==> config.mk <==
export PLATFORM = sky130hd
export DESIGN_NAME = unsigned_div_magic_number_flat
export DESIGN_NICKNAME = d
export VERILOG_FILES = /design/src/hw/rtl/udm_pkg.sv /design/src/hw/rtl/udm_div_if.sv /design/src/hw/rtl/udm_res_if.sv /design/src/hw/rtl/udm_datapath.sv /design/src/hw/rtl/udm_ctrl.sv /design/src/hw/rtl/unsigned_div_magic_number.sv /design/src/flat_wrapper.sv
export SDC_FILE = /design/constraint.sdc
export NUM_CORES = 1
export LEC_CHECK = 0
export BUFFER_PORTS_ARGS = -buffer_cell sky130_fd_sc_hd__clkbuf_2
export CAP_MARGIN = 20
export CORE_AREA = 2 2 222 246
export DETAILED_ROUTE_END_ITERATION = 8
export DIE_AREA = 0 0 224 248
export PLACE_DENSITY = 0.68
export SLEW_MARGIN = 20
export SYNTH_ARGS = -nofsm -noshare
export SYNTH_HDL_FRONTEND = slang
export SYNTH_HIERARCHICAL = 1
export SYNTH_SLANG_ARGS = --single-unit
==> constraint.sdc <==
create_clock -name clk_i -period 8.6 [get_ports clk_i]
set_clock_uncertainty 0.15 [all_clocks]
set_input_delay 0 -clock clk_i [delete_from_list [all_inputs] [get_ports clk_i]]
set_output_delay 0 -clock clk_i [all_outputs]
set_load 0.005 [all_outputs]
==> src/hw/rtl/udm_pkg.sv <==
// ----------------------------------------------------------------------------
// udm_pkg
// Shared widths, codes and control types of the unsigned magic-number
// generator.
// ----------------------------------------------------------------------------
`timescale 1ns / 1ps
`default_nettype none

package udm_pkg;

  // payload widths of the input and result words
  localparam int unsigned DIVISOR_W = 32;
  localparam int unsigned MAGIC_W   = 32;
  localparam int unsigned SHIFT_W   = 6;

  // controller states
  typedef enum logic [2:0] {
    ST_IDLE,
    ST_DIV_NC,
    ST_DIV_Q1,
    ST_DIV_Q2,
    ST_STEP,
    ST_CHECK,
    ST_DONE
  } state_e;

  // datapath commands
  typedef enum logic [2:0] {
    OP_NONE,
    OP_LOAD,
    OP_DIV_STEP,
    OP_START_Q1,
    OP_START_Q2,
    OP_START_LOOP,
    OP_LOOP_STEP,
    OP_WRITE_OUT
  } op_e;

  // datapath status seen by the controller
  typedef struct packed {
    logic in_zero;    // divisor on the input is zero
    logic div_done;   // shared divider has produced all quotient bits
    logic loop_more;  // doubling loop needs another iteration
    logic out_free;   // result register can take a new word
  } status_t;

endpackage

`default_nettype wire

==> src/hw/rtl/udm_div_if.sv <==
// ----------------------------------------------------------------------------
// udm_div_if
// Valid/ready channel carrying one divisor word.
// ----------------------------------------------------------------------------
`timescale 1ns / 1ps
`default_nettype none

interface udm_div_if;
  import udm_pkg::*;

  logic                 valid;
  logic                 ready;
  logic [DIVISOR_W-1:0] divisor;

  modport source (output valid, output divisor, input ready);
  modport sink   (input valid, input divisor, output ready);

endinterface

`default_nettype wire

==> src/hw/rtl/udm_res_if.sv <==
// ----------------------------------------------------------------------------
// udm_res_if
// Valid/ready channel carrying one magic-number result word.
// ----------------------------------------------------------------------------
`timescale 1ns / 1ps
`default_nettype none

interface udm_res_if;
  import udm_pkg::*;

  logic               valid;
  logic               ready;
  logic [MAGIC_W-1:0] magic;
  logic               add_needed;
  logic [SHIFT_W-1:0] shift;

  modport source (output valid, output magic, output add_needed, output shift, input ready);
  modport sink   (input valid, input magic, input add_needed, input shift, output ready);

endinterface

`default_nettype wire

==> src/hw/rtl/udm_datapath.sv <==
// ----------------------------------------------------------------------------
// udm_datapath
// Shared restoring divider, doubling-loop registers and result register of
// the magic-number generator.
// ----------------------------------------------------------------------------
`timescale 1ns / 1ps
`default_nettype none

module udm_datapath #(
  parameter int unsigned WORD_WIDTH = 32
) (
  input  wire logic                          clk_i,
  input  wire logic                          rst_ni,
  input  wire udm_pkg::op_e                  op_i,
  input  wire logic [udm_pkg::DIVISOR_W-1:0] divisor_i,
  input  wire logic                          out_ready_i,
  output udm_pkg::status_t                   status_o,
  output logic                               out_valid_o,
  output logic [udm_pkg::MAGIC_W-1:0]        magic_o,
  output logic                               add_needed_o,
  output logic [udm_pkg::SHIFT_W-1:0]        shift_o
);
  import udm_pkg::*;

  localparam int unsigned CntW = $clog2(WORD_WIDTH + 1);
  localparam int unsigned PW   = $clog2(2 * WORD_WIDTH + 1);

  localparam logic [WORD_WIDTH-1:0] Top    = {1'b1, {(WORD_WIDTH-1){1'b0}}};
  localparam logic [WORD_WIDTH-1:0] TopM1  = ~Top;
  localparam logic [CntW-1:0]       CntEnd = CntW'(WORD_WIDTH);
  localparam logic [PW-1:0]         PEnd   = PW'(2 * WORD_WIDTH);
  localparam logic [PW-1:0]         PStart = PW'(WORD_WIDTH - 1);
  localparam logic [PW-1:0]         PBase  = PW'(WORD_WIDTH);

  logic [WORD_WIDTH-1:0] d_in;

  // operand and loop registers
  logic [WORD_WIDTH-1:0] d_q, nc_q;
  logic [WORD_WIDTH-1:0] q1_q, r1_q, q2_q, r2_q;
  logic [PW-1:0]         p_q;
  logic                  add_q;

  // shared divider registers
  logic [WORD_WIDTH-1:0] rem_q, quo_q;
  logic                  div_nc_q;
  logic [CntW-1:0]       cnt_q;

  // result register
  logic                  out_valid_q;
  logic [MAGIC_W-1:0]    magic_q;
  logic                  add_out_q;
  logic [SHIFT_W-1:0]    shift_q;

  assign d_in = WORD_WIDTH'(divisor_i);

  // one restoring step: shift in the next dividend bit, subtract if it fits
  logic [WORD_WIDTH-1:0] div_by;
  logic [WORD_WIDTH:0]   rem_sh;
  logic [WORD_WIDTH+1:0] diff;
  logic                  qbit;
  logic [WORD_WIDTH-1:0] rem_n;

  always_comb begin
    div_by = div_nc_q ? nc_q : d_q;
    rem_sh = {rem_q, quo_q[WORD_WIDTH-1]};
    diff   = {1'b0, rem_sh} - {2'b00, div_by};
    qbit   = ~diff[WORD_WIDTH+1];
    rem_n  = qbit ? diff[WORD_WIDTH-1:0] : rem_sh[WORD_WIDTH-1:0];
  end

  // one doubling iteration on q1/r1 and q2/r2
  logic                  c1, c2, ovf;
  logic [WORD_WIDTH-1:0] r1_dbl, r2_dbl;
  logic [WORD_WIDTH-1:0] r1_n, r2_n;

  always_comb begin
    r1_dbl = {r1_q[WORD_WIDTH-2:0], 1'b0};
    r2_dbl = {r2_q[WORD_WIDTH-2:0], 1'b1};
    c1     = r1_q >= (nc_q - r1_q);
    c2     = (r2_q + WORD_WIDTH'(1)) >= (d_q - r2_q);
    ovf    = c2 ? (q2_q >= TopM1) : (q2_q >= Top);
    r1_n   = c1 ? (r1_dbl - nc_q) : r1_dbl;
    r2_n   = c2 ? (r2_dbl - d_q) : r2_dbl;
  end

  // exactness test on the registered loop values
  logic [WORD_WIDTH-1:0] delta;
  logic                  loop_more;

  always_comb begin
    delta     = d_q - WORD_WIDTH'(1) - r2_q;
    loop_more = (p_q < PEnd) &&
                ((q1_q < delta) || ((q1_q == delta) && (r1_q == '0)));
  end

  // payload registers
  always_ff @(posedge clk_i) begin
    case (op_i)
      OP_LOAD: begin
        d_q      <= d_in;
        rem_q    <= '0;
        quo_q    <= '0 - d_in;
        div_nc_q <= 1'b0;
      end
      OP_DIV_STEP: begin
        rem_q <= rem_n;
        quo_q <= {quo_q[WORD_WIDTH-2:0], qbit};
      end
      OP_START_Q1: begin
        nc_q     <= ~rem_q;
        rem_q    <= '0;
        quo_q    <= Top;
        div_nc_q <= 1'b1;
      end
      OP_START_Q2: begin
        q1_q     <= quo_q;
        r1_q     <= rem_q;
        rem_q    <= '0;
        quo_q    <= TopM1;
        div_nc_q <= 1'b0;
      end
      OP_START_LOOP: begin
        q2_q  <= quo_q;
        r2_q  <= rem_q;
        p_q   <= PStart;
        add_q <= 1'b0;
      end
      OP_LOOP_STEP: begin
        q1_q  <= {q1_q[WORD_WIDTH-2:0], c1};
        r1_q  <= r1_n;
        q2_q  <= {q2_q[WORD_WIDTH-2:0], c2};
        r2_q  <= r2_n;
        p_q   <= p_q + PW'(1);
        add_q <= add_q | ovf;
      end
      OP_WRITE_OUT: begin
        if (d_q == '0) begin
          magic_q   <= '0;
          add_out_q <= 1'b0;
          shift_q   <= '0;
        end else begin
          magic_q   <= MAGIC_W'(q2_q + WORD_WIDTH'(1));
          add_out_q <= add_q;
          shift_q   <= SHIFT_W'(p_q - PBase);
        end
      end
      default: begin
      end
    endcase
  end

  // divider step count and result valid flag
  always_ff @(posedge clk_i or negedge rst_ni) begin
    if (!rst_ni) begin
      cnt_q       <= '0;
      out_valid_q <= 1'b0;
    end else begin
      case (op_i) inside
        OP_DIV_STEP: cnt_q <= cnt_q + CntW'(1);
        OP_LOAD, OP_START_Q1, OP_START_Q2: cnt_q <= '0;
        default: begin
        end
      endcase
      if (op_i == OP_WRITE_OUT) begin
        out_valid_q <= 1'b1;
      end else if (out_ready_i) begin
        out_valid_q <= 1'b0;
      end
    end
  end

  // status back to the controller
  always_comb begin
    status_o.in_zero   = (d_in == '0);
    status_o.div_done  = (cnt_q == CntEnd);
    status_o.loop_more = loop_more;
    status_o.out_free  = ~out_valid_q | out_ready_i;
  end

  assign out_valid_o  = out_valid_q;
  assign magic_o      = magic_q;
  assign add_needed_o = add_out_q;
  assign shift_o      = shift_q;

endmodule

`default_nettype wire

==> src/hw/rtl/udm_ctrl.sv <==
// ----------------------------------------------------------------------------
// udm_ctrl
// Sequencer of the magic-number generator: runs the three setup divisions,
// the doubling loop and the hand-off to the result register.
// ----------------------------------------------------------------------------
`timescale 1ns / 1ps
`default_nettype none

module udm_ctrl (
  input  wire logic             clk_i,
  input  wire logic             rst_ni,
  input  wire logic             in_valid_i,
  output logic                  in_ready_o,
  input  wire udm_pkg::status_t status_i,
  output udm_pkg::op_e          op_o
);
  import udm_pkg::*;

  state_e state_q, state_d;

  // state register
  always_ff @(posedge clk_i or negedge rst_ni) begin
    if (!rst_ni) begin
      state_q <= ST_IDLE;
    end else begin
      state_q <= state_d;
    end
  end

  // next state
  always_comb begin
    state_d = state_q;
    unique case (state_q)
      ST_IDLE: begin
        if (in_valid_i) begin
          state_d = status_i.in_zero ? ST_DONE : ST_DIV_NC;
        end
      end
      ST_DIV_NC: if (status_i.div_done) state_d = ST_DIV_Q1;
      ST_DIV_Q1: if (status_i.div_done) state_d = ST_DIV_Q2;
      ST_DIV_Q2: if (status_i.div_done) state_d = ST_STEP;
      ST_STEP:   state_d = ST_CHECK;
      ST_CHECK:  state_d = status_i.loop_more ? ST_STEP : ST_DONE;
      ST_DONE:   if (status_i.out_free) state_d = ST_IDLE;
      default:   state_d = ST_IDLE;
    endcase
  end

  // commands
  always_comb begin
    in_ready_o = 1'b0;
    op_o       = OP_NONE;
    unique case (state_q)
      ST_IDLE: begin
        in_ready_o = 1'b1;
        if (in_valid_i) op_o = OP_LOAD;
      end
      ST_DIV_NC: op_o = status_i.div_done ? OP_START_Q1 : OP_DIV_STEP;
      ST_DIV_Q1: op_o = status_i.div_done ? OP_START_Q2 : OP_DIV_STEP;
      ST_DIV_Q2: op_o = status_i.div_done ? OP_START_LOOP : OP_DIV_STEP;
      ST_STEP:   op_o = OP_LOOP_STEP;
      ST_CHECK:  op_o = OP_NONE;
      ST_DONE:   if (status_i.out_free) op_o = OP_WRITE_OUT;
      default:   op_o = OP_NONE;
    endcase
  end

endmodule

`default_nettype wire

==> src/hw/rtl/unsigned_div_magic_number.sv <==
// ----------------------------------------------------------------------------
// unsigned_div_magic_number
// Magic multiplier, add flag and shift for replacing unsigned division by a
// constant divisor with a high multiply and shifts.
// ----------------------------------------------------------------------------
// Takes one divisor word at a time and returns one result word for it. With
// W = WORD_WIDTH, a nonzero divisor runs three setup divisions and then k
// doubling iterations, where k runs from 1 to W+1. The single restoring
// divider makes one quotient bit per cycle for each of the three setup
// divisions, and the doubling loop updates its registers in ST_STEP and
// runs the exactness test in ST_CHECK.
// A zero divisor returns all-zero fields and goes straight to the hand-off.
// The result sits in an output register, so a new divisor is taken while
// the previous result still waits; only a finished result that finds that
// register full holds up the block.
`timescale 1ns / 1ps
`default_nettype none

module unsigned_div_magic_number #(
  parameter int unsigned WORD_WIDTH = 32
) (
  input  wire logic clk_i,
  input  wire logic rst_ni,
  udm_div_if.sink   div_i,
  udm_res_if.source res_o
);
  import udm_pkg::*;

  op_e     op;
  status_t status;

  // sequencer
  udm_ctrl u_ctrl (
    .clk_i      (clk_i),
    .rst_ni     (rst_ni),
    .in_valid_i (div_i.valid),
    .in_ready_o (div_i.ready),
    .status_i   (status),
    .op_o       (op)
  );

  // divider, loop and result register
  udm_datapath #(
    .WORD_WIDTH (WORD_WIDTH)
  ) u_datapath (
    .clk_i        (clk_i),
    .rst_ni       (rst_ni),
    .op_i         (op),
    .divisor_i    (div_i.divisor),
    .out_ready_i  (res_o.ready),
    .status_o     (status),
    .out_valid_o  (res_o.valid),
    .magic_o      (res_o.magic),
    .add_needed_o (res_o.add_needed),
    .shift_o      (res_o.shift)
  );

endmodule

`default_nettype wire

==> src/flat_wrapper.sv <==
// flat-port wrapper written by rule: the top's interface ports become plain ports
module unsigned_div_magic_number_flat import udm_pkg::*;
#(
  parameter int unsigned WORD_WIDTH = 32
)
  (clk_i, rst_ni, div_i_valid, div_i_divisor, div_i_ready, res_o_valid, res_o_magic, res_o_add_needed, res_o_shift, res_o_ready);
  udm_div_if div_i_i ();
  udm_res_if res_o_i ();
  input  wire logic clk_i;
  input  wire logic rst_ni;
  input wire logic [$bits(div_i_i.valid)-1:0] div_i_valid;
  input wire logic [$bits(div_i_i.divisor)-1:0] div_i_divisor;
  output wire logic [$bits(div_i_i.ready)-1:0] div_i_ready;
  output wire logic [$bits(res_o_i.valid)-1:0] res_o_valid;
  output wire logic [$bits(res_o_i.magic)-1:0] res_o_magic;
  output wire logic [$bits(res_o_i.add_needed)-1:0] res_o_add_needed;
  output wire logic [$bits(res_o_i.shift)-1:0] res_o_shift;
  input wire logic [$bits(res_o_i.ready)-1:0] res_o_ready;
  assign div_i_i.valid = div_i_valid;
  assign div_i_i.divisor = div_i_divisor;
  assign div_i_ready = div_i_i.ready;
  assign res_o_valid = res_o_i.valid;
  assign res_o_magic = res_o_i.magic;
  assign res_o_add_needed = res_o_i.add_needed;
  assign res_o_shift = res_o_i.shift;
  assign res_o_i.ready = res_o_ready;
  unsigned_div_magic_number #(.WORD_WIDTH(WORD_WIDTH)) u_core (.clk_i(clk_i), .rst_ni(rst_ni), .div_i(div_i_i), .res_o(res_o_i));
endmodule
======== Word-level counts from Yosys, hierarchy flattened ========
Index checks and enable logic that the tools add are counted.
word-level totals
  bits in latches ......................... 0
  memories kept ........................... 0
  ROM bits ................................ 0
  memory bits (writable) .................. 0
  bits in registers ....................... 314
  output and inout bits ................... 41
cells by class
  add/sub/neg operators ................... 13
  shifts and indexed selects .............. 0
  div/mod/pow operators ................... 0
  $lt $le $gt $ge ......................... 6
  reduce and logical (&&, ||, !) cells .... 16
  multiply operators ...................... 0
  equal/unequal tests ..................... 20
  bitwise logic cells ..................... 5
  mux-type cells .......................... 33
operators by type and width
  kind                                                                                   number
  32-bit case mux with 2 select lines                                                    5
  32-bit subtractor                                                                      5
  32-bit two-way mux                                                                     4
  32-bit case mux with 4 select lines                                                    1
  32-bit logical NOT                                                                     3
  32-bit by 1-bit adder with 32-bit output, second input constant                        2
  32-bit greater-or-equal comparator                                                     2
  33-bit by 32-bit subtractor with 34-bit output                                         1
  32-bit equality test                                                                   1
  32-bit by 31-bit greater-or-equal comparator with 1-bit output, second input constant  1
  32-bit greater-or-equal comparator, second input constant                              1
  32-bit less-than comparator                                                            1
  32-bit inverter                                                                        1
  1-bit by 32-bit subtractor with 32-bit output, first input constant                    1
  32-bit by 1-bit subtractor with 32-bit output, second input constant                   1
  3-bit two-way mux                                                                      9
  3-bit equality test, second input constant                                             7
  3-bit case mux with 7 select lines                                                     1
  3-bit case mux with 6 select lines                                                     1
  7-bit case mux with 2 select lines                                                     1
  3-bit by 2-bit equality test with 1-bit output, second input constant                  4
  6-bit two-way mux                                                                      2
  2-bit nonzero test                                                                     5
  2-bit != test, second input constant                                                   4
  other kinds (19)                                                                       29

======== Logic depth before layout (Yosys ltp) ========
Gate-level depths: netlist of the first run.
  depth after elaboration ................. 8
  gate-level depth with buffers ........... 27

======== Hierarchy ========
The synthesis of the first run kept the hierarchy.
modules (own cells, without submodules)
  module        instances  cells each  seq. area each (um^2)  area each (um^2)
  udm_datapath  1          2964        9303.9                 25941.1
  udm_ctrl      1          39          75.1                   299.0

======== Worst setup path after synthesis of the first run ========
No wires, ideal clock.
  path type ............................... reg2reg
  start point ............................. register u_core.u_datapath.cnt_q[0]
  end point ............................... register u_core.u_datapath.add_q, enable pin
  clock period less this slack ............ 8.100 ns
  stages on the path, launching flop included .. 12
  data required time ...................... 7.838 ns
  slack ................................... 0.500 ns
  setup time .............................. 0.612 ns
  buffers on the path ..................... 3
  data arrival time ....................... 7.338 ns
  path through ............................ dfrtp_1 inv_1 ha_1 nand2_1 nor4_1 nor2b_1 nand2_1 nand2_1 clkbuf_1 clkbuf_1 clkbuf_1 a21boi_0
RTL lines
  item                    line                 RTL
  from (decl)             udm_datapath.sv:46   logic [CntW-1:0] cnt_q;
  from (signal assigned)  udm_datapath.sv:159  OP_DIV_STEP: cnt_q <= cnt_q + CntW'(1);
  to (signal assigned)    udm_datapath.sv:134  add_q <= add_q | ovf;
  to (decl)               udm_datapath.sv:41   logic add_q;

======== Final worst setup path of the first run ========
  start point ............................. register u_core.u_datapath.r1_q[12]
  end point ............................... register u_core.u_datapath.r1_q[31], data pin
on the way
  word-level cells in the longest chain between the ends .. 4
  elaborated cells on any way between the ends .. 5
  those cells by class .................... add/sub (2); order compare (1); mux (2)
ends and longest elaborated chain
  item                                     line                 RTL
  from (decl)                              udm_datapath.sv:39   logic [WORD_WIDTH-1:0] q1_q, r1_q, q2_q, r2_q;
  from (signal assigned)                   udm_datapath.sv:117  r1_q <= rem_q;
  from (signal assigned)                   udm_datapath.sv:130  r1_q <= r1_n;
  32-bit subtractor                        udm_datapath.sv:79   c1 = r1_q >= (nc_q - r1_q);
  32-bit greater-or-equal comparator       udm_datapath.sv:79
  32-bit two-way mux (*)                   udm_datapath.sv:82   r1_n = c1 ? (r1_dbl - nc_q) : r1_dbl;
  32-bit case mux with 2 select lines (*)  udm_datapath.sv:98   case (op_i)
Every way passes the cells marked *; elsewhere a longest branch is shown, timed or not.
A chain may end at the register's enable or synchronous reset.

==> results of run 1 <==
==> layout make-up <==
cell class / instances / area (µm²) / area share, %
timing repair buffer: 135 / 926 / 3.22
multi-input combinational: 2366 / 15700 / 54.5
inverter: 217 / 815 / 2.83
sequential: 314 / 9380 / 32.6
clock buffer: 40 / 916 / 3.18
clock inverter: 23 / 203 / 0.705
tap: 682 / 853 / 2.97
==> cells in the mapped netlist, drive strengths merged, types with 34 or more instances <==
master  count  area [µm²]
nor2b      34         215
nor2      218         823
edfxtp    304        9130
xnor2     154        1350
clkbuf     94         353
ha        258        3230
nand2     396        1490
xor2       97         850
inv       217         815
nand3      67         335
a21oi     299        1500
nor3       49         267
a21o       95         713
nand4      55         344
mux2i      35         350
o21ai     209        1050
o21a       34         255
==> metal layers <==
layer	vias up	track usage (%)
met4	0	15.8
met5	-	0
met1	11000	36.4
met3	182	3.49
li1	11000	-
met2	835	49.5
==> worst max-delay path by stage <==
stage,from,endpoint,slack (ns),cells after the start
3_3_place_gp,u_core/u_datapath/nc_q[1],u_core/u_datapath/r1_q[31],2.74,22
6_report,u_core/u_datapath/r1_q[12],u_core/u_datapath/r1_q[31],2.68,23
5_1_grt,u_core/u_datapath/r1_q[1],u_core/u_datapath/r1_q[31],2.13,23
4_1_cts,u_core/u_datapath/nc_q[1],u_core/u_datapath/r1_q[31],2.69,22
3_5_place_dp,u_core/u_datapath/nc_q[1],u_core/u_datapath/r1_q[31],2.77,22
2_1_floorplan,u_core/u_datapath/cnt_q[0],u_core/u_datapath/add_q,0.50,11
==> state kept, by name, indices dropped and copies added (netlist names) <==
register / flops
u_core/u_datapath/d_q: 32
u_core/u_datapath/magic_o: 32
u_core/u_datapath/nc_q: 32
u_core/u_datapath/q1_q: 32
u_core/u_datapath/q2_q: 32
u_core/u_datapath/quo_q: 32
u_core/u_datapath/r1_q: 32
u_core/u_datapath/r2_q: 32
u_core/u_datapath/rem_q: 32
u_core/u_datapath/p_q: 7
u_core/u_datapath/cnt_q: 6
u_core/u_datapath/shift_o: 6
u_core/u_ctrl/state_q: 3
u_core/u_datapath/add_needed_o: 1
u_core/u_datapath/add_q: 1
u_core/u_datapath/div_nc_q: 1
u_core/u_datapath/out_valid_o: 1
==> what timing repair did <==
action | 4_1_cts | 5_1_grt
hold buffers | 36 | 0
gates resized for setup | 0 | 0
endpoints found under the hold margin | 78 | 0
setup buffers | 0 | 0
==> cells by family after synthesis <==
kind of cell	share of synthesized area [%]
xor+xnor	8.38
fa+ha+maj	12.8
simple gates	17.5
mux	1.38
compound gates	19.5
buf+inv	4.71
flops	35.7
==> power breakdown <==
group / internal [µW] / switching [µW] / total, µW
clock network: 838 / 660 / 1500
registers: 2160 / 231 / 2390
logic: 1030 / 1780 / 2810
==> critical path, delay by kind of cell, from the launching register on <==
kind | cells | cell delay, ns
DFF | 1 | 0.44
buffers and inverters | 2 | 0.21
xor gates and xnor gates | 2 | 0.30
and+or+nand+nor | 4 | 0.48
AOI/OAI and AO/OA | 13 | 3.39
adders and majority gates | 2 | 0.60
==> stage by stage <==
stage,power [µW],utilization [%],std cells
5_1_grt,7090,54.2,3777
2_1_floorplan,4320,-,3003
3_5_place_dp,5160,51.4,3678
4_1_cts,6690,54.2,3777
3_3_place_gp,5080,51.4,3678
6_report,6710,54.2,3777
==> qor.log, run 1 <==
[run_status] result of the run complete, no violations
[min_path] number of cells on the worst hold path 2
[setup_path] Register-to-Register Setup Slack 2.68 ns
[cts] clock root buffer clkbuf_16
[floorplanning] effective utilization at floorplan 49.4%
[global_routing] pin count of the biggest net entering global routing 115
[pwr] Worst IR Drop VDD 0.000174 V
[placed_design] worst slack at placement 2.77 ns
[cts] number of buffers added by the clock tree synthesis step 36
[min_path] hold path start div_i_divisor[27]
[setup_path] worst r2r dst u_core/u_datapath/r1_q[31]
[flow_run] max-capacitance violation count 0
[cells_and_area] synthesis-to-layout area growth 9.64%
[setup_path] CP cell instances inv_1 > ha_1 > a21o_1 > a21o_1 > a21o_1 > a211oi_1 > o211ai_1 > a221o_1 > and2_1 > o21a_1 > nor2_1 > xnor2_1 > ha_1 > nand4_1 > inv_1 > a221o_1 > nor3_1 > a21oi_1 > a21o_2 > o2111a_1 > a311oi_2 > xnor2_1 > o21ai_1
[synthesis] post-synthesis sequential area ratio 35.7%
[cells_and_area] FILL cells 4,783
[sta] Sum Neg Setup Slack 0 ns
[cts] clk slew on worst S/H paths 0.06 ns
[sta] total setup violations reported at the end of the flow 0
[sta] worst slew slack as a fraction of its limit 23.8%
[synthesis] synthesized area divided by synthesized cell count 8.74 µm²
[cells_and_area] most frequent cells in the layout nand2_1, edfxtp_1, a21oi_1, ha_1, inv_1
[min_path] class of the most critical hold timing path in -> reg
[detailed_routing] wire length per cell 21.7 µm
[floorplanning] area of the placeable core 0.0531 mm²
[detailed_routing] total via count after detailed routing 23,000
[placed_design] count of buffers from port buffering 76
[detailed_routing] via density per instance 6.09
[cells_and_area] diode insertion count for antenna repair 0
[pwr] Pleak 0.0122 µW
[synthesis] synthesized netlist net count 3,303
[cts] clock sinks 314
[setup_path] most repeated library cell on the critical path a21o_1
[cts] H-tree lvl count 2
[setup_path] delay contributed by the slowest stage of the critical path 0.88 ns
[setup_path] Worst Path Arrival 6.03 ns
[synthesis] number of enable-type register cells in the synthesized netlist 304
[floorplanning] num ports 77
[cells_and_area] leading cell type in the layout, fill and taps excluded nand2_1
[placed_design] placed cell area 0.0273 mm²
[setup_path] peak fanout along the critical path 62
[setup_path] Critical-path top delay cell a21o_2
[synthesis] async set-reset flop share out of synthesis 3.18%
[setup_path] FF-to-FF path depth 23
[sta] hold_ws 0.0850 ns
[sta] final number of hold-violating endpoints 0
[setup_path] CP Capture Type flip-flop
[floorplanning] Die Span X 224 µm
[sta] share of the clock period used by the worst path after layout 68.8%
[global_routing] overflow left after global routing 0
[cts] number of buffers between clock root and the deepest sink 3
[sta] Worst Max-Slew Pin Slew 1.13 ns
[floorplanning] vertical die dimension 248 µm
[sta] post-route minimum period 5.92 ns
[floorplanning] Total Die Area 0.0556 mm²
[synthesis] number of library cell types mapped by synthesis 91
[global_routing] global-route wire length before repair 125,000 µm
[synthesis] flops & latches, synth 314
[global_routing] number of antenna violations at the first check in global routing 0
[detailed_routing] uppermost layer routed met4
[setup_path] Crit Path Class reg -> reg
[cts] TritonCTS clock tree done
[setup_path] required time of the critical path 8.71 ns
[placed_design] HPWL Detailed 63,800 µm
[sta] min setup slack post-route 2.68 ns
[detailed_routing] remaining design rule violation count 0
[cells_and_area] ratio of cells with drive above 1 in the final layout 6.75%
[sta] final slew viol count 0
[detailed_routing] router iterations before antenna repair 8
[cells_and_area] post-route cell area 0.0288 mm²
[detailed_routing] Met2 Wirelength 38,400 µm
[global_routing] via count of the first global-routing pass 22,600
[pwr] total power per unit cell area 233 mW/mm²
[min_path] Hold Path Sink u_core/u_datapath/d_q[27]
[detailed_routing] count of nets left with antenna violations after detail routing 0
[detailed_routing] number of DRC markers after the initial detailed-route iteration 1,969
[setup_path] R2R Path Start u_core/u_datapath/r1_q[12]
[detailed_routing] sum of met3 wire segment lengths after detailed routing 4860 µm
[setup_path] category of the worst setup path launch point flip-flop
[detailed_routing] detailed-routing wirelength on met1 34,000 µm
[placed_design] last weighted congestion value of the routability-driven placer 0.982
[detailed_routing] final WL 81,900 µm
[global_routing] overall fraction of global-route tracks in use 29.2%
[sta] FMAX 169 MHz
[synthesis] flip-flop cell with the highest count after synthesis edfxtp_1
[floorplanning] Cell Rows 89
[synthesis] Synth Warn # 6
[sta] setup repair after global routing missed its margin no
[synthesis] Mapped Cells 3,003
[cts] clock latency on the worst-skew pair 0.57 ns
[synthesis] Post-Synthesis Cell Area 0.0262 mm²
[cells_and_area] Final Net Count 3,370
Power figures use the tool's default switching activity.
==> inputs of run 2 (changes only) <==
--- a/config.mk
+++ b/config.mk
@@ -5,11 +5,12 @@
 export SDC_FILE = /design/constraint.sdc
 export NUM_CORES = 1
 export LEC_CHECK = 0
+export ABC_AREA = 1
 export BUFFER_PORTS_ARGS = -buffer_cell sky130_fd_sc_hd__clkbuf_2
 export CAP_MARGIN = 20
-export CORE_AREA = 2 2 222 246
+export CORE_AREA = 2 2 236 262
 export DETAILED_ROUTE_END_ITERATION = 8
-export DIE_AREA = 0 0 224 248
+export DIE_AREA = 0 0 238 264
 export PLACE_DENSITY = 0.68
 export SLEW_MARGIN = 20
 export SYNTH_ARGS = -nofsm -noshare
==> constraint.sdc (replaced) <==
create_clock -name clk_i -period 5.2 [get_ports clk_i]
set_clock_uncertainty 0.15 [all_clocks]
set_input_delay 0 -clock clk_i [delete_from_list [all_inputs] [get_ports clk_i]]
set_output_delay 0 -clock clk_i [all_outputs]
set_load 0.005 [all_outputs]
==> qor.log, run 2 <==
[detailed_routing] wire length per cell 21.7 µm [+0.12%]
[sta] final number of hold-violating endpoints 0 [unchanged]
[cts] number of buffers between clock root and the deepest sink 3 [unchanged]
[sta] FMAX 203 MHz [+20%]
[synthesis] number of enable-type register cells in the synthesized netlist 304 [unchanged]
[global_routing] overflow left after global routing 0 [unchanged]
[floorplanning] Cell Rows 95 [+6.7%]
[setup_path] Worst Path Arrival 5.10 ns [-0.93 ns]
[detailed_routing] router iterations before antenna repair 6 [-2]
[global_routing] via count of the first global-routing pass 29,400 [+30%]
[synthesis] flops & latches, synth 314 [unchanged]
[setup_path] Critical-path top delay cell a21boi_0
[pwr] total power per unit cell area 722 mW/mm² [+210%]
[sta] Worst Max-Slew Pin Slew 1.14 ns [+0.00907 ns]
[synthesis] synthesized netlist net count 4,621 [+40%]
[setup_path] peak fanout along the critical path 14 [-77%]
[synthesis] top area cells in the synthesized netlist edfxtp_1, nand2_1, ha_1
[global_routing] pin count of the biggest net entering global routing 92 [-20%]
[synthesis] number of library cell types mapped by synthesis 50 [-45%]
[global_routing] global-route wire length before repair 171,000 µm [+36%]
[detailed_routing] final WL 114,000 µm [+39%]
[detailed_routing] number of DRC markers after the initial detailed-route iteration 2,263 [+15%]
[cts] TritonCTS clock tree done
[placed_design] last weighted congestion value of the routability-driven placer 1.03 [+4.8%]
[cells_and_area] synthesis-to-layout area growth 10.4%
[detailed_routing] sum of met3 wire segment lengths after detailed routing 7580 µm [+56%]
[sta] min setup slack post-route 0.273 ns [-2.41 ns]
[synthesis] most area-hungry cell type in the Yosys netlist edfxtp_1
[detailed_routing] remaining design rule violation count 0 [unchanged]
[global_routing] overall fraction of global-route tracks in use 36.2% [+7.1 points]
[pwr] Pleak 0.0160 µW [+32%]
[placed_design] placed cell area 0.0312 mm² [+14%]
[synthesis] post-synthesis sequential area ratio 31.5% [-4.3 points]
[cts] clock sinks 314 [unchanged]
[sta] final slew viol count 0 [unchanged]
[flow_run] max-capacitance violation count 0 [unchanged]
[setup_path] delay contributed by the slowest stage of the critical path 0.76 ns [-0.12 ns]
[setup_path] category of the worst setup path launch point flip-flop
[detailed_routing] Met2 Wirelength 55,900 µm [+46%]
[setup_path] largest delay contributor family on the critical path compound AO/OA/AOI/OAI gates
[synthesis] Synth Warn # 6 [unchanged]
[detailed_routing] detailed-routing wirelength on met1 40,000 µm [+17%]
[cts] H-tree lvl count 2 [unchanged]
[cells_and_area] most frequent cells in the layout nand2_1, inv_1, nor2_1, edfxtp_1, nand3_1
[placed_design] count of buffers from port buffering 76 [unchanged]
[setup_path] CP cell instances inv_1 > ha_1 > a21oi_1 > a21boi_0 > o211ai_1 > xnor2_1 > ha_1 > nand4_1 > inv_1 > nand2_1 > nand2_1 > nor2_1 > nand2_1 > nand2_1 > nand2_1 > buf_4 > nand2_1 > buf_4 > nand2_1 > nand2_1 > nand2_1
[synthesis] share of the synthesized area in the top cell type 30.6% [-4.2 points]
[detailed_routing] uppermost layer routed met5
[cts] number of buffers added by the clock tree synthesis step 38 [+5.6%]
[setup_path] required time of the critical path 5.37 ns [-3.34 ns]
[setup_path] buffers and inverters on the worst path 4 [+2]
[synthesis] synthesized area divided by synthesized cell count 6.90 µm² [-21%]
[floorplanning] Total Die Area 0.0628 mm² [+13%]
[cells_and_area] post-route cell area 0.0329 mm² [+14%]
[floorplanning] effective utilization at floorplan 49.3% [-0.057 points]
[sta] share of the clock period used by the worst path after layout 94.7% [+26 points]
[floorplanning] area of the placeable core 0.0604 mm² [+14%]
[synthesis] Mapped Cells 4,321 [+44%]
[sta] setup repair after global routing missed its margin no
[floorplanning] Die Span X 238 µm [+6.3%]
[min_path] class of the most critical hold timing path in -> reg
[placed_design] worst slack at placement -0.200 ns [-2.97 ns]
[synthesis] top-count cell post-synth nand2_1
[global_routing] number of antenna violations at the first check in global routing 5 [+5]
[sta] worst slew slack as a fraction of its limit 23.9% [+0.091 points]
[synthesis] flip-flop cell with the highest count after synthesis edfxtp_1
[cells_and_area] ratio of cells with drive above 1 in the final layout 6.16% [-0.59 points]
[cells_and_area] leading cell type in the layout, fill and taps excluded nand2_1
[synthesis] cell types with the highest counts after synthesis nand2_1, inv_1, nor2_1, edfxtp_1, nand3_1
[detailed_routing] count of nets left with antenna violations after detail routing 0 [unchanged]
[detailed_routing] total via count after detailed routing 29,800 [+29%]
[cts] clk slew on worst S/H paths 0.07 ns [about the same]
[setup_path] CP Capture Type flip-flop
[cts] clock root buffer clkbuf_16
[run_status] result of the run complete, no violations
[detailed_routing] via density per instance 5.66 [-7.0%]
[cells_and_area] Final Net Count 4,753 [+41%]
[floorplanning] num ports 77 [unchanged]
[placed_design] HPWL Detailed 92,400 µm [+45%]
[setup_path] most repeated library cell on the critical path nand2_1
[setup_path] Crit Path Class reg -> reg
[sta] post-route minimum period 4.93 ns [-0.993 ns]
[cts] clock latency on the worst-skew pair 0.58 ns [about the same]
[synthesis] async set-reset flop share out of synthesis 3.18% [unchanged]
[sta] total setup violations reported at the end of the flow 0 [unchanged]
[pwr] Worst IR Drop VDD 0.000508 V [+190%]
[synthesis] Post-Synthesis Cell Area 0.0298 mm² [+14%]
[floorplanning] vertical die dimension 264 µm [+6.5%]
==> run 2: changes by cell type after synthesis, sizes merged, moves of 86 or more <==
cell / previous run / this run
a21o: 95 / 9
inv: 217 / 660
nand2: 396 / 1363
nand3: 67 / 298
nor2: 218 / 405
xnor2: 154 / 60
==> run 2: kinds of logic (layout without fill, tap and decap cells) <==
kind of cell | count (synthesis) | count (layout) | synth area share, %
other | 0 | 4 | 0
AO/OA/AOI/OAI | 545 | 545 | 9.85
XOR/XNOR | 174 | 174 | 5.11
adder cells (fa/ha/maj) | 264 | 264 | 11.2
buffers and inverters | 732 | 892 | 9.57
flip-flops | 314 | 314 | 31.5
AND/OR/NAND/NOR | 2292 | 2292 | 32.7
==> run 2: routing by layer <==
| metal | vias to the layer above | GRT usage (%) |
|---|---|---|
| met1 | 13700 | 37.4 |
| met2 | 1224 | 64.6 |
| met4 | 4 | 28.4 |
| met5 | - | 0 |
| li1 | 14400 | - |
| met3 | 406 | 6.55 |
==> run 2: metrics by stage <==
stage / total power (µW) / hold WS, ns / cells / util, % / setup TNS, ns
2_1_floorplan: 15700 / -0.446 / 4321 / - / 0
3_3_place_gp: 20400 / -0.249 / 5151 / 51.7 / -0.112
3_5_place_dp: 20500 / -0.252 / 5151 / 51.7 / -0.200
4_1_cts: 23400 / 0.0213 / 5255 / 54.4 / 0
5_1_grt: 25700 / 0.0607 / 5258 / 54.5 / 0
6_report: 23800 / 0.0613 / 5261 / 54.5 / 0
==> run 2: worst paths after layout <==
kind | slack (ns) | start | endpoint | cells after the start
worst max-delay path | 0.27 | u_core/u_datapath/r1_q[13] | u_core/u_datapath/r1_q[27] | 21
worst min-delay path | 0.06 | div_i_divisor[0] | u_core/u_datapath/d_q[0] | 2
worst max register to register | 0.27 | u_core/u_datapath/r1_q[13] | u_core/u_datapath/r1_q[27] | 21
worst min register to register | 0.41 | u_core/u_datapath/q1_q[30] | u_core/u_datapath/q1_q[31] | 2
max in group asynchronous | 4.21 | rst_ni | u_core/u_datapath/cnt_q[0] | 3
min in group asynchronous | 0.33 | rst_ni | u_core/u_ctrl/state_q[1] | 3
==> run 2: what timing repair did <==
item | in CTS | in global routing
buffers inserted | 0 | 0
setup endpoints to repair | 1 | 1
gates resized for setup | 1 | 3
hold buffers | 36 | 0
endpoints found under the hold margin | 77 | 0
==> run 2: where the power goes <==
| part | switching [µW] | internal, µW |
|---|---|---|
| Clock | 1180 | 1570 |
| Combinational | 11000 | 4950 |
| Sequential | 743 | 4360 |
| Total | 12900 | 10900 |
==> run 2: cell type report <==
cell class	count	area (µm²)
clock buffer	46	1020
timing repair buffer	164	1180
antenna	4	10.0
tap	776	971
multi-input combinational	3275	17600
fill	6032	27500
clock inverter	22	228
sequential	314	9380
inverter	660	2480
==> run 2: worst register-to-register path, cell delays in order (launching register included) <==
cell      delay [ns]
edfxtp_1        0.44
inv_1           0.08
ha_1            0.34
a21oi_1         0.22
a21boi_0        0.76
o211ai_1        0.58
xnor2_1         0.33
ha_1            0.28
nand4_1         0.12
inv_1           0.05
nand2_1         0.06
nand2_1         0.07
nor2_1          0.10
nand2_1         0.14
nand2_1         0.11
nand2_1         0.07
buf_4           0.20
nand2_1         0.08
buf_4           0.30
nand2_1         0.09
nand2_1         0.06
nand2_1         0.05
